File: config.mk
export PLATFORM = sky130hd
export DESIGN_NAME = matrix_multiply_engine_core
export DESIGN_NICKNAME = d
export VERILOG_FILES = /design/src/hdl/mme_pkg.sv /design/src/hdl/mme_store.sv /design/src/hdl/mme_mac.sv /design/src/hdl/matrix_multiply_engine_core.sv
export VERILOG_INCLUDE_DIRS = /design/src /design/src/hdl
export SDC_FILE = /design/constraint.sdc
export NUM_CORES = 2
export LEC_CHECK = 0
export ABC_CLOCK_PERIOD_IN_PS = 6300
export BUFFER_PORTS_ARGS = -buffer_cell sky130_fd_sc_hd__buf_2
export CORE_MARGIN = 5
export CORE_UTILIZATION = 30
export CTS_BUF_LIST = sky130_fd_sc_hd__clkbuf_8
export DETAILED_ROUTE_END_ITERATION = 6
export PLACE_DENSITY_LB_ADDON = 0.12
export SLEW_MARGIN = 5
export SYNTH_ARGS = -nofsm -noshare
export SYNTH_HDL_FRONTEND = slang
export SYNTH_SLANG_ARGS = --single-unit
File: constraint.sdc
create_clock -name clk -period 6.3 [get_ports clk]
set_clock_uncertainty 0.15 [all_clocks]
set_input_delay 1.26 -clock clk [delete_from_list [all_inputs] [get_ports clk]]
set_output_delay 1.26 -clock clk [all_outputs]
set_load 0.01 [all_outputs]
File: src/hdl/assert_macros.svh
// Assertion macros used by the top-level RTL file of the matrix multiply engine.
`ifndef ASSERT_MACROS_SVH
`define ASSERT_MACROS_SVH

// Check that the consequent holds in the same cycle as the antecedent.
`define ASSERT_NOW(label, ante, cons, msg) \
    label: assert property (@(posedge clk) disable iff (!rst_n) (ante) |-> (cons)) \
        else $error(msg);

// Check that the consequent holds in the cycle after the antecedent.
`define ASSERT_NEXT(label, ante, cons, msg) \
    label: assert property (@(posedge clk) disable iff (!rst_n) (ante) |=> (cons)) \
        else $error(msg);

`endif

File: src/hdl/mme_pkg.sv
// Shared constants, request codes and pipeline tag type of the matrix multiply engine.
`timescale 1ns / 1ps

package mme_pkg;

    // Default sizing
    localparam int MAX_DIM_DEF   = 8;
    localparam int DATA_W_DEF    = 16;
    localparam int FRAC_BITS_DEF = 12;

    // Fixed field widths
    localparam int CFG_W     = 4;
    localparam int CFG_IDX_W = 2;
    localparam int POS_W     = 3;
    localparam int REQ_W     = 2;
    localparam int ACC_W     = 64;

    // Request codes
    localparam logic [REQ_W-1:0] REQ_WRITE_A = 2'd0;
    localparam logic [REQ_W-1:0] REQ_WRITE_B = 2'd1;
    localparam logic [REQ_W-1:0] REQ_COMPUTE = 2'd2;

    // Configuration register indexes
    localparam logic [CFG_IDX_W-1:0] CFG_ROWS_A     = 2'd0;
    localparam logic [CFG_IDX_W-1:0] CFG_INNER_SIZE = 2'd1;
    localparam logic [CFG_IDX_W-1:0] CFG_COLS_B     = 2'd2;

    // Control tag that travels with each multiply-accumulate step
    typedef struct packed {
        logic             valid;
        logic             first;       // first inner step of an element
        logic             last;        // last inner step of an element
        logic             final_elem;  // element is the last one of the result
        logic [POS_W-1:0] row;
        logic [POS_W-1:0] col;
    } mme_tag_t;

endpackage

File: src/hdl/mme_store.sv
// Single-port-write, single-port-read synchronous element store.
`timescale 1ns / 1ps

module mme_store #(
    parameter int DEPTH  = mme_pkg::MAX_DIM_DEF * mme_pkg::MAX_DIM_DEF,
    parameter int DATA_W = mme_pkg::DATA_W_DEF
) (
    input  logic                        clk,
    input  logic                        we,
    input  logic [$clog2(DEPTH)-1:0]    waddr,
    input  logic signed [DATA_W-1:0]    wdata,
    input  logic                        re,
    input  logic [$clog2(DEPTH)-1:0]    raddr,
    output logic signed [DATA_W-1:0]    rdata
);

    logic signed [DATA_W-1:0] mem [DEPTH];

    always_ff @(posedge clk)
    begin
        if (we)
        begin
            mem[waddr] <= wdata;
        end
    end

    // Registered read, held while the pipeline is frozen
    always_ff @(posedge clk)
    begin
        if (re)
        begin
            rdata <= mem[raddr];
        end
    end

endmodule

File: src/hdl/mme_mac.sv
// Multiply-accumulate unit with 64-bit saturating accumulator and output scaling.
`timescale 1ns / 1ps

module mme_mac #(
    parameter int DATA_W    = mme_pkg::DATA_W_DEF,
    parameter int FRAC_BITS = mme_pkg::FRAC_BITS_DEF
) (
    input  logic                      clk,
    input  logic                      rst_n,
    input  logic                      adv,
    input  mme_pkg::mme_tag_t         tag_in,
    input  logic signed [DATA_W-1:0]  a_data,
    input  logic signed [DATA_W-1:0]  b_data,
    output mme_pkg::mme_tag_t         tag_out,
    output logic signed [DATA_W-1:0]  value,
    output logic                      saturated
);

    localparam int PROD_W = 2 * DATA_W;
    localparam int ACC_W  = mme_pkg::ACC_W;

    mme_pkg::mme_tag_t        tag2_reg;
    mme_pkg::mme_tag_t        tag3_reg;
    logic signed [PROD_W-1:0] prod_reg;
    logic signed [PROD_W-1:0] prod_next;
    logic signed [ACC_W-1:0]  acc_reg;
    logic signed [ACC_W-1:0]  acc_next;
    logic signed [ACC_W-1:0]  acc_base;
    logic signed [ACC_W:0]    acc_sum;
    logic signed [ACC_W-1:0]  shifted;
    logic [ACC_W-DATA_W:0]    upper;
    logic                     in_range;

    assign prod_next = PROD_W'(a_data) * PROD_W'(b_data);

    // Saturating add at the accumulator limits; restart on the first step
    always_comb
    begin
        acc_base = tag2_reg.first ? '0 : acc_reg;
        acc_sum  = {acc_base[ACC_W-1], acc_base}
                 + {{(ACC_W + 1 - PROD_W){prod_reg[PROD_W-1]}}, prod_reg};
        if (acc_sum[ACC_W] != acc_sum[ACC_W-1])
        begin
            acc_next = acc_sum[ACC_W] ? {1'b1, {(ACC_W-1){1'b0}}}
                                      : {1'b0, {(ACC_W-1){1'b1}}};
        end
        else
        begin
            acc_next = acc_sum[ACC_W-1:0];
        end
    end

    always_ff @(posedge clk or negedge rst_n)
    begin
        if (!rst_n)
        begin
            tag2_reg <= '0;
            tag3_reg <= '0;
        end
        else if (adv)
        begin
            tag2_reg <= tag_in;
            tag3_reg <= tag2_reg;
        end
    end

    always_ff @(posedge clk)
    begin
        if (adv)
        begin
            prod_reg <= prod_next;
            if (tag2_reg.valid)
            begin
                acc_reg <= acc_next;
            end
        end
    end

    // Drop the fraction (floor) and clip to the element width
    assign shifted  = acc_reg >>> FRAC_BITS;
    assign upper    = shifted[ACC_W-1:DATA_W-1];
    assign in_range = (&upper) || (~|upper);

    always_comb
    begin
        if (in_range)
        begin
            value = shifted[DATA_W-1:0];
        end
        else if (shifted[ACC_W-1])
        begin
            value = {1'b1, {(DATA_W-1){1'b0}}};
        end
        else
        begin
            value = {1'b0, {(DATA_W-1){1'b1}}};
        end
    end

    assign saturated = !in_range;
    assign tag_out   = tag3_reg;

endmodule

File: src/hdl/matrix_multiply_engine_core.sv
`timescale 1ns / 1ps
// Top level of the matrix multiply engine: sequencer, element stores, MAC and output register.
// Computes C = A x B on signed fixed point (Q4.12 by default). A write request stores one
// element of A or B; a write outside the stores is dropped. A compute request walks C in
// row-major order and issues one multiply-accumulate per cycle through a single MAC while
// the pipeline is not frozen by a stalled output, so it keeps the input stalled until its
// last multiply-accumulate is issued; results pass through the store read, product,
// accumulate and output registers. Each element is floor-shifted by the fraction bits and
// clipped to the element width, with saturated set when clipped, and last marks the final
// element. Dimension registers clamp 0 to 1 and large values to the maximum.
// The stores have no reset: read only elements that were written. Write the dimension
// registers only while no request is in flight.

`include "assert_macros.svh"

module matrix_multiply_engine_core #(
    parameter int MAX_DIM   = mme_pkg::MAX_DIM_DEF,
    parameter int DATA_W    = mme_pkg::DATA_W_DEF,
    parameter int FRAC_BITS = mme_pkg::FRAC_BITS_DEF
) (
    input  logic                               clk,
    input  logic                               rst_n,
    // configuration
    input  logic                               cfg_we,
    input  logic [mme_pkg::CFG_IDX_W-1:0]      cfg_index,
    input  logic [mme_pkg::CFG_W-1:0]          cfg_data,
    // request channel
    input  logic                               in_valid,
    output logic                               in_stall,
    input  logic [mme_pkg::REQ_W-1:0]          req_type,
    input  logic [mme_pkg::POS_W-1:0]          row_index,
    input  logic [mme_pkg::POS_W-1:0]          col_index,
    input  logic signed [DATA_W-1:0]           elem_value,
    // result channel
    output logic                               out_valid,
    input  logic                               out_stall,
    output logic [mme_pkg::POS_W-1:0]          out_row,
    output logic [mme_pkg::POS_W-1:0]          out_col,
    output logic signed [DATA_W-1:0]           out_value,
    output logic                               saturated,
    output logic                               last
);

    localparam int IDX_W  = $clog2(MAX_DIM);
    localparam int DEPTH  = MAX_DIM * MAX_DIM;
    localparam int ADDR_W = $clog2(DEPTH);
    localparam int POS_W  = mme_pkg::POS_W;
    localparam int CFG_W  = mme_pkg::CFG_W;

    // Clamp a dimension to 1..MAX_DIM and return its last index
    function automatic logic [IDX_W-1:0] dim_last(input logic [CFG_W-1:0] v);
        logic [CFG_W-1:0] c;
        if (v == '0)
        begin
            c = CFG_W'(1);
        end
        else if (v > CFG_W'(MAX_DIM))
        begin
            c = CFG_W'(MAX_DIM);
        end
        else
        begin
            c = v;
        end
        return IDX_W'(c - CFG_W'(1));
    endfunction

    // Dimension registers, kept as last index
    logic [IDX_W-1:0] rows_last_reg;
    logic [IDX_W-1:0] inner_last_reg;
    logic [IDX_W-1:0] cols_last_reg;

    // Sequencer
    logic             busy_reg, busy_next;
    logic [IDX_W-1:0] i_reg, i_next;
    logic [IDX_W-1:0] j_reg, j_next;
    logic [IDX_W-1:0] k_reg, k_next;

    logic accept;
    logic is_compute;
    logic wr_ok;
    logic we_a;
    logic we_b;
    logic issue;
    logic adv;
    logic done;

    logic [ADDR_W-1:0] waddr;
    logic [ADDR_W-1:0] raddr_a;
    logic [ADDR_W-1:0] raddr_b;

    logic signed [DATA_W-1:0] rd_a;
    logic signed [DATA_W-1:0] rd_b;

    mme_pkg::mme_tag_t        tag1_reg;
    mme_pkg::mme_tag_t        mac_tag;
    logic signed [DATA_W-1:0] mac_value;
    logic                     mac_sat;

    // Output register
    logic                     out_valid_reg;
    logic [POS_W-1:0]         out_row_reg;
    logic [POS_W-1:0]         out_col_reg;
    logic signed [DATA_W-1:0] out_value_reg;
    logic                     saturated_reg;
    logic                     last_reg;

    // ------------------------------------------------------------------
    // Configuration
    // ------------------------------------------------------------------
    always_ff @(posedge clk or negedge rst_n)
    begin
        if (!rst_n)
        begin
            rows_last_reg  <= IDX_W'(MAX_DIM - 1);
            inner_last_reg <= IDX_W'(MAX_DIM - 1);
            cols_last_reg  <= IDX_W'(MAX_DIM - 1);
        end
        else if (cfg_we)
        begin
            unique case (cfg_index)
                mme_pkg::CFG_ROWS_A:     rows_last_reg  <= dim_last(cfg_data);
                mme_pkg::CFG_INNER_SIZE: inner_last_reg <= dim_last(cfg_data);
                mme_pkg::CFG_COLS_B:     cols_last_reg  <= dim_last(cfg_data);
                default:                 ;
            endcase
        end
    end

    // ------------------------------------------------------------------
    // Request intake: hold the request channel while a product is issuing
    // ------------------------------------------------------------------
    assign in_stall   = busy_reg;
    assign accept     = in_valid && !in_stall;
    assign is_compute = accept && (req_type == mme_pkg::REQ_COMPUTE);

    // Drop writes whose position falls outside the stores
    assign wr_ok = accept
                && ({1'b0, row_index} < (POS_W + 1)'(MAX_DIM))
                && ({1'b0, col_index} < (POS_W + 1)'(MAX_DIM));
    assign we_a  = wr_ok && (req_type == mme_pkg::REQ_WRITE_A);
    assign we_b  = wr_ok && (req_type == mme_pkg::REQ_WRITE_B);
    assign waddr = ADDR_W'(row_index[IDX_W-1:0]) * ADDR_W'(MAX_DIM)
                 + ADDR_W'(col_index[IDX_W-1:0]);

    // ------------------------------------------------------------------
    // Pipeline advance: freeze the sequencer, store reads and MAC while a finished element
    // waits on a stalled, full output register
    // ------------------------------------------------------------------
    assign done  = mac_tag.valid && mac_tag.last;
    assign adv   = !(done && out_valid_reg && out_stall);
    assign issue = busy_reg && adv;

    // ------------------------------------------------------------------
    // Sequencer: k innermost, then column, then row
    // ------------------------------------------------------------------
    always_comb
    begin
        busy_next = busy_reg;
        i_next    = i_reg;
        j_next    = j_reg;
        k_next    = k_reg;
        if (is_compute)
        begin
            busy_next = 1'b1;
            i_next    = '0;
            j_next    = '0;
            k_next    = '0;
        end
        else if (issue)
        begin
            if (k_reg == inner_last_reg)
            begin
                k_next = '0;
                if (j_reg == cols_last_reg)
                begin
                    j_next = '0;
                    if (i_reg == rows_last_reg)
                    begin
                        busy_next = 1'b0;
                    end
                    else
                    begin
                        i_next = i_reg + IDX_W'(1);
                    end
                end
                else
                begin
                    j_next = j_reg + IDX_W'(1);
                end
            end
            else
            begin
                k_next = k_reg + IDX_W'(1);
            end
        end
    end

    always_ff @(posedge clk or negedge rst_n)
    begin
        if (!rst_n)
        begin
            busy_reg <= 1'b0;
            i_reg    <= '0;
            j_reg    <= '0;
            k_reg    <= '0;
        end
        else
        begin
            busy_reg <= busy_next;
            i_reg    <= i_next;
            j_reg    <= j_next;
            k_reg    <= k_next;
        end
    end

    // A(i,k) and B(k,j) addresses
    assign raddr_a = ADDR_W'(i_reg) * ADDR_W'(MAX_DIM) + ADDR_W'(k_reg);
    assign raddr_b = ADDR_W'(k_reg) * ADDR_W'(MAX_DIM) + ADDR_W'(j_reg);

    // Tag aligned with the registered store read data
    always_ff @(posedge clk or negedge rst_n)
    begin
        if (!rst_n)
        begin
            tag1_reg <= '0;
        end
        else if (adv)
        begin
            tag1_reg.valid      <= busy_reg;
            tag1_reg.first      <= (k_reg == '0);
            tag1_reg.last       <= (k_reg == inner_last_reg);
            tag1_reg.final_elem <= (i_reg == rows_last_reg) && (j_reg == cols_last_reg);
            tag1_reg.row        <= POS_W'(i_reg);
            tag1_reg.col        <= POS_W'(j_reg);
        end
    end

    // ------------------------------------------------------------------
    // Element stores
    // ------------------------------------------------------------------
    mme_store #(
        .DEPTH  (DEPTH),
        .DATA_W (DATA_W)
    ) u_store_a (
        .clk   (clk),
        .we    (we_a),
        .waddr (waddr),
        .wdata (elem_value),
        .re    (adv),
        .raddr (raddr_a),
        .rdata (rd_a)
    );

    mme_store #(
        .DEPTH  (DEPTH),
        .DATA_W (DATA_W)
    ) u_store_b (
        .clk   (clk),
        .we    (we_b),
        .waddr (waddr),
        .wdata (elem_value),
        .re    (adv),
        .raddr (raddr_b),
        .rdata (rd_b)
    );

    // ------------------------------------------------------------------
    // Multiply-accumulate
    // ------------------------------------------------------------------
    mme_mac #(
        .DATA_W    (DATA_W),
        .FRAC_BITS (FRAC_BITS)
    ) u_mac (
        .clk       (clk),
        .rst_n     (rst_n),
        .adv       (adv),
        .tag_in    (tag1_reg),
        .a_data    (rd_a),
        .b_data    (rd_b),
        .tag_out   (mac_tag),
        .value     (mac_value),
        .saturated (mac_sat)
    );

    // ------------------------------------------------------------------
    // Output register: load a finished element, drop the held one once taken
    // ------------------------------------------------------------------
    always_ff @(posedge clk or negedge rst_n)
    begin
        if (!rst_n)
        begin
            out_valid_reg <= 1'b0;
        end
        else if (done && adv)
        begin
            out_valid_reg <= 1'b1;
        end
        else if (!out_stall)
        begin
            out_valid_reg <= 1'b0;
        end
    end

    always_ff @(posedge clk)
    begin
        if (done && adv)
        begin
            out_row_reg   <= mac_tag.row;
            out_col_reg   <= mac_tag.col;
            out_value_reg <= mac_value;
            saturated_reg <= mac_sat;
            last_reg      <= mac_tag.final_elem;
        end
    end

    assign out_valid = out_valid_reg;
    assign out_row   = out_row_reg;
    assign out_col   = out_col_reg;
    assign out_value = out_value_reg;
    assign saturated = saturated_reg;
    assign last      = last_reg;

    // ------------------------------------------------------------------
    // Assertions
    // ------------------------------------------------------------------
    `ASSERT_NEXT(a_done_held, done && out_valid_reg && out_stall, done, "finished element lost while output stalled")
    `ASSERT_NEXT(a_done_loaded, done && adv, out_valid_reg, "finished element not loaded into output register")
    `ASSERT_NEXT(a_seq_frozen, busy_reg && !adv, $stable(i_reg) && $stable(j_reg) && $stable(k_reg), "sequencer moved while pipeline frozen")
    `ASSERT_NEXT(a_compute_starts, is_compute, busy_reg, "compute request did not start the sequencer")

endmodule
# == Yosys cells after proc, flatten, opt, wreduce, memory -nomap -nowiden ==
# Memories as Yosys holds them, arrays and structs flattened. A register that Yosys moved wholly into a read port is not among the register bits.
# Cells that the tools add are included.
# word_totals
reg_bits,169
ramBits,2048
in_bits,35
output_inout_bits,26
elab_cells,127
n_memories,2
# op_classes
n_addsub,10
multipliers,1
magnitude_cmp,1
n_eq_ne,10
mux,36
bitwise_logic,1
reduce_logical,34
# memory_table
memory,depth,width,read_ports,rd_clocked_by_memory_dff,wr,line_no,rtl
u_store_a.mem,64,16,1,1,1,mme_store.sv:17,logic signed [DATA_W-1:0] mem [DEPTH];
u_store_b.mem,64,16,1,1,1,mme_store.sv:17,
# op_table
cell,n
two-way mux 64 bit,3
adder 64 x 32 -> 65 bit,1
two-way mux 3 bit,20
AND reduction 37 bit,1
OR reduction 37 bit,1
multiplier 16 x 16 -> 32 bit,1
two-way mux 16 bit,2
adder 6 x 3 -> 6 bit,3
two-way mux 1 bit,11
logical AND 1 bit,10
AND reduction 2 bit,5
"adder 3 x 1 -> 3 bit, second input constant",3
== test 3 bit,3
"subtractor 3 x 1 -> 3 bit, second input constant",3
AND reduction 4 bit,2
nonzero test 2 bit,4
zero test 1 bit,6
"== test 2 x 1 -> 1 bit, second input constant",2
"== test 2 bit, second input constant",2
"> comparator 4 bit, second input constant",1
zero test 2 bit,2
zero test 4 bit,1
zero test 3 bit,1
"inequality test 2 x 1 -> 1 bit, second input constant",1
4 further kinds,4

# == Longest topological paths before layout ==
# logic_depth
depth_word,7
depth_mapped,25
mapped_depth_nobuf,24

# == Modules after synthesis ==
# From an unflattened synthesis, not the netlist that was laid out.
# unflattened
hier_cells,5834
area_unflattened_um2,101197.1
# by_module_without_submodules
module,n_inst,cells_per_inst,area_per_inst_um2,seq_area_each_um2
mme_store,2,1829,40202.3,31230.0
mme_mac,1,1999,18519.0,3383.2
matrix_multiply_engine_core,1,177,2273.4,1482.7

# == Worst setup path after synthesis ==
# No wires, ideal clock.
# synth_timing
path_kind,register to register
from,register u_store_b.rdata[7] (read register of u_store_b.mem)
to,register u_mac.prod_reg[31] (data pin)
setup_time_ns,0.260
t_arrival_ns,5.903
required_ns,5.890
slack_ns,-0.013
stages_incl_launch_ff,25
path_buffers,1
synth_period_minus_slack_ns,6.313
cell_sequence,edfxtp_1 clkbuf_1 nand2_1 fa_1 inv_1 fa_1 inv_1 fa_1 inv_1 fa_1 fa_1 inv_1 fa_1 inv_1 ha_1 a21oi_1 o21ai_0 a21oi_1 o311a_1 o2111ai_1 a21oi_1 o21ai_0 a211oi_1 a21oi_1 xnor2_1
# synth_between
elab_chain_len,1
# synth_rtl
item,line_no,rtl
"start, declared",mme_store.sv:14,output logic signed [DATA_W-1:0] rdata
multiplier 16 x 16 -> 32 bit,mme_mac.sv:34,assign prod_next = PROD_W'(a_data) * PROD_W'(b_data);
named net u_mac.prod_next[31],mme_mac.sv:25,logic signed [PROD_W-1:0] prod_next;
"end signal, assigned",mme_mac.sv:71,prod_reg <= prod_next;
"end, declared",mme_mac.sv:24,logic signed [PROD_W-1:0] prod_reg;
# The timed path passes the listed nets, and every way through them passes these cells.
# A chain may end at the register's enable or synchronous reset.

# == Final worst setup path ==
# layout_timing
from,register u_store_a.rdata[7] (read register of u_store_a.mem)
to,register u_mac.prod_reg[30] (data pin)
# layout_between
elab_chain_len,1
# layout_rtl
item,line_no
"start, declared",mme_store.sv:14
multiplier 16 x 16 -> 32 bit,mme_mac.sv:34
named net u_mac.prod_next[30],mme_mac.sv:25
# The timed path passes the listed nets, and every way through them passes these cells.

==> results.md <==
- Met3 usage: 0.0255
- Async SR Flop Fraction: 0.0218
- Die area: between 300,000 and 400,000 µm²
- Fin crit share: 0.988
- Fill count: between 30k and 40k
- Library cells used by synthesis: 65
- RSZ-0062 raised after global routing: yes
- Worst r2r src: u_store_a.rdata[7]
- Synth area leader: edfxtp_1
- Clk root buf: clkbuf_8
- Synth area leaders: edfxtp_1 (67%), mux4_2 (15%), fa_1 (5.3%)
- Syn-to-layout area delta: 15.5%
- WP data required: 6910 ps
- Mapped Area: 99,300 µm²
- Final worst path period need: 6220 ps
- Routing usage on met1: 0.233
- Final WL: approximately 280,000 µm
- Pin count of the biggest net entering global routing: 84
- Layout Nets: 6,270
- Syn_nets: approximately 5.7k
- Post-Syn Instances: 5,300
- Worst Reg-to-Reg Cells: 26
- Fin. max-slew vios: 0
- Highest clock rate: 0.161 GHz
- Port Buf Inserts: 60
- Count leader, synth: edfxtp_1
- Detailed-route via count: a little over 50k
- Hold WC Path Type: input port to asynchronous set/reset pin
- Final hold vios: 0
- Area of the multi-input gates: 30,300 µm²
- Ports: 61
- Register area: 67,300 µm²
- Worst reg2reg setup slack: 80 ps
- Grt ovf: 0
- DR iter-0 viols: 4,090
- Antenna-violating nets left: 0
- Width of the die: 585 µm
- Antenna violations before repair: 23
- Worst Tran Pin Value: 1240 ps
- Post-synth EDFFs: 2,200
- Worst EP arrival: 6840 ps
- Core Rows: 211
- Avg Cell Area, Syn: 18.7 µm²
- CTS tree: done
- Final GP Congestion: 0.822
- Synth top cells by count: edfxtp_1 (2,200), mux4_2 (672), inv_1 (358), nand2_1 (287), fa_1 (263)
- CTS Buf Count: slightly above 400
- Top Usage Layer GRT: met2
- Hpwl dp: around 170,000 µm
- WS Path Type: register to register
- Yosys reg bits: 2,249
- WL/cell: 26.9 µm
- Status: finished, final reports clean
- Clk sinks: roughly 2.2k
- Post-Layout Cell Count: ~11k
- Final setup violation count: 0
- Number of hold buffers added after cts: 0
- Crit-path max FO: 6
- Vias in the first global route: 54.2k
- Met2 global-route usage: 0.265
- Relative slew slack: 0.174
- Drt first pass iters: 7
- Core Region: roughly 330,000 µm²
- Gr usage total: 0.164
- RR Endpoint: u_mac.prod_reg[30]
- # DRC: 0
- Crit start category: register
- Die height: 585 µm
- Max Cap Viol: 0
- Sequential fraction of the synthesis area: 0.677
- First-pass GRT wire length: just over 400,000 µm
- Layout cells sized above 1: 0.272
- CTS H-Tree Depth: 5
- Yosys warning total: 0
- Setup crit end kind: register
- Clock latency on the worst-skew pair: 1060 ps
- Area share of the largest cell type after synthesis: 0.665
- Clock buffer depth: 4
- Clock transition at path regs: 60 ps
- Routed vias/inst: roughly 4.8
- Initial Util: 0.301
- Main synth FF type: edfxtp_1
- Post-placement cell count: 9,773
[worst max-delay path by stage]
stage                         endpoint                start  depth (start not counted)
floorplan           u_mac.prod_reg[31]  u_store_a.rdata[15]                         22
global route        u_mac.prod_reg[24]   u_store_a.rdata[7]                         22
detailed placement  u_mac.prod_reg[30]   u_store_a.rdata[6]                         23
finish              u_mac.prod_reg[30]   u_store_a.rdata[7]                         26
CTS                 u_mac.prod_reg[31]   u_store_a.rdata[6]                         24
global placement    u_mac.prod_reg[31]   u_store_a.rdata[6]                         23
[cells in the final DEF, fill, tap and decap left out, types with 29 or more instances in the layout]
cell | Yosys | routed
nor2_1 | 213 | 126
nand4_1 | 29 | 29
a21o_1 | 34 | 34
a21oi_1 | 166 | 156
buf_2 | 15 | 44
o21ai_0 | 70 | 65
clkbuf_8 | 0 | 415
nor2b_1 | 58 | 58
edfxtp_1 | 2200 | 2200
and2_1 | 125 | 120
dfrtp_1 | 40 | 32
xnor2_1 | 67 | 67
buf_4 | 4 | 282
mux4_2 | 672 | 672
inv_1 | 358 | 509
fa_1 | 263 | 257
clkinv_1 | 0 | 91
nand2_1 | 287 | 286
ha_1 | 151 | 143
nor2_2 | 1 | 62
xor2_1 | 42 | 42
[repair_timing]
item	4_1_cts	5_1_grt
buffers inserted	4	5
pin swaps	15	24
resized for setup	24	30
setup endpoints to repair	8	7
[cell families (layout without fill, tap and decap cells)]
group | Yosys count | in the layout | synth area share
adder cells (fa/ha/maj) | 416 | 416 | 0.0722
flip-flops | 2249 | 2249 | 0.677
XOR/XNOR | 109 | 109 | 0.00961
AND/OR/NAND/NOR | 844 | 844 | 0.0403
AO/OA/AOI/OAI | 400 | 400 | 0.0244
multiplexers | 676 | 676 | 0.153
other | 0 | 8 | 0
buffers and inverters | 606 | 1433 | 0.0232
[critical path, stage by stage, from the launching register on]
cell	delay, ps
edfxtp_1	380
buf_6	150
buf_4	130
buf_4	130
and2_1	160
fa_1	480
fa_1	560
ha_1	140
inv_1	50
fa_1	470
inv_1	50
fa_1	530
inv_1	50
fa_1	470
inv_1	70
ha_4	220
a211o_1	270
a211oi_2	170
buf_4	160
o31ai_4	70
o2111a_2	290
o21a_1	210
nor4_2	140
buf_4	150
o31ai_2	60
a21oi_1	150
xnor2_1	70
[layer usage]
layer	vias to the layer above	share of wire
li1	21827	-
met1	27056	0.46
met2	1181	0.48
met3	387	0.048
met4	6	0.019
met5	-	0.00012
[per-stage QoR]
stage / util / TNS [ps] / setup WS, ps / instance area (µm²) / hold slack, ps
after CTS: 0.347 / 0 / 8.82 / 115000 / 154
after detailed placement: 0.325 / -1540 / -333 / 107000 / 290
final: 0.348 / 0 / 76.9 / 115000 / 266
after global placement: 0.325 / -1320 / -295 / 107000 / 285
after floorplan: - / 0 / 11.6 / 99300 / 275
after global routing: 0.348 / -407 / -140 / 115000 / 261
[area by class of cell]
| class | instances | share of cell area |
|---|---|---|
| diodes | 8 | 0.000174 |
| inverters | 358 | 0.0117 |
| well taps | 4366 | 0.0476 |
| clock inverters | 296 | 0.0135 |
| flip-flops and latches | 2249 | 0.587 |
| multi-input cells | 2445 | 0.264 |
| repair buffers | 364 | 0.0262 |
| clock buffers | 415 | 0.0498 |
Power is not shown: default switching activity piles up to over one toggle a cycle in this logic, so the estimate is an artifact.
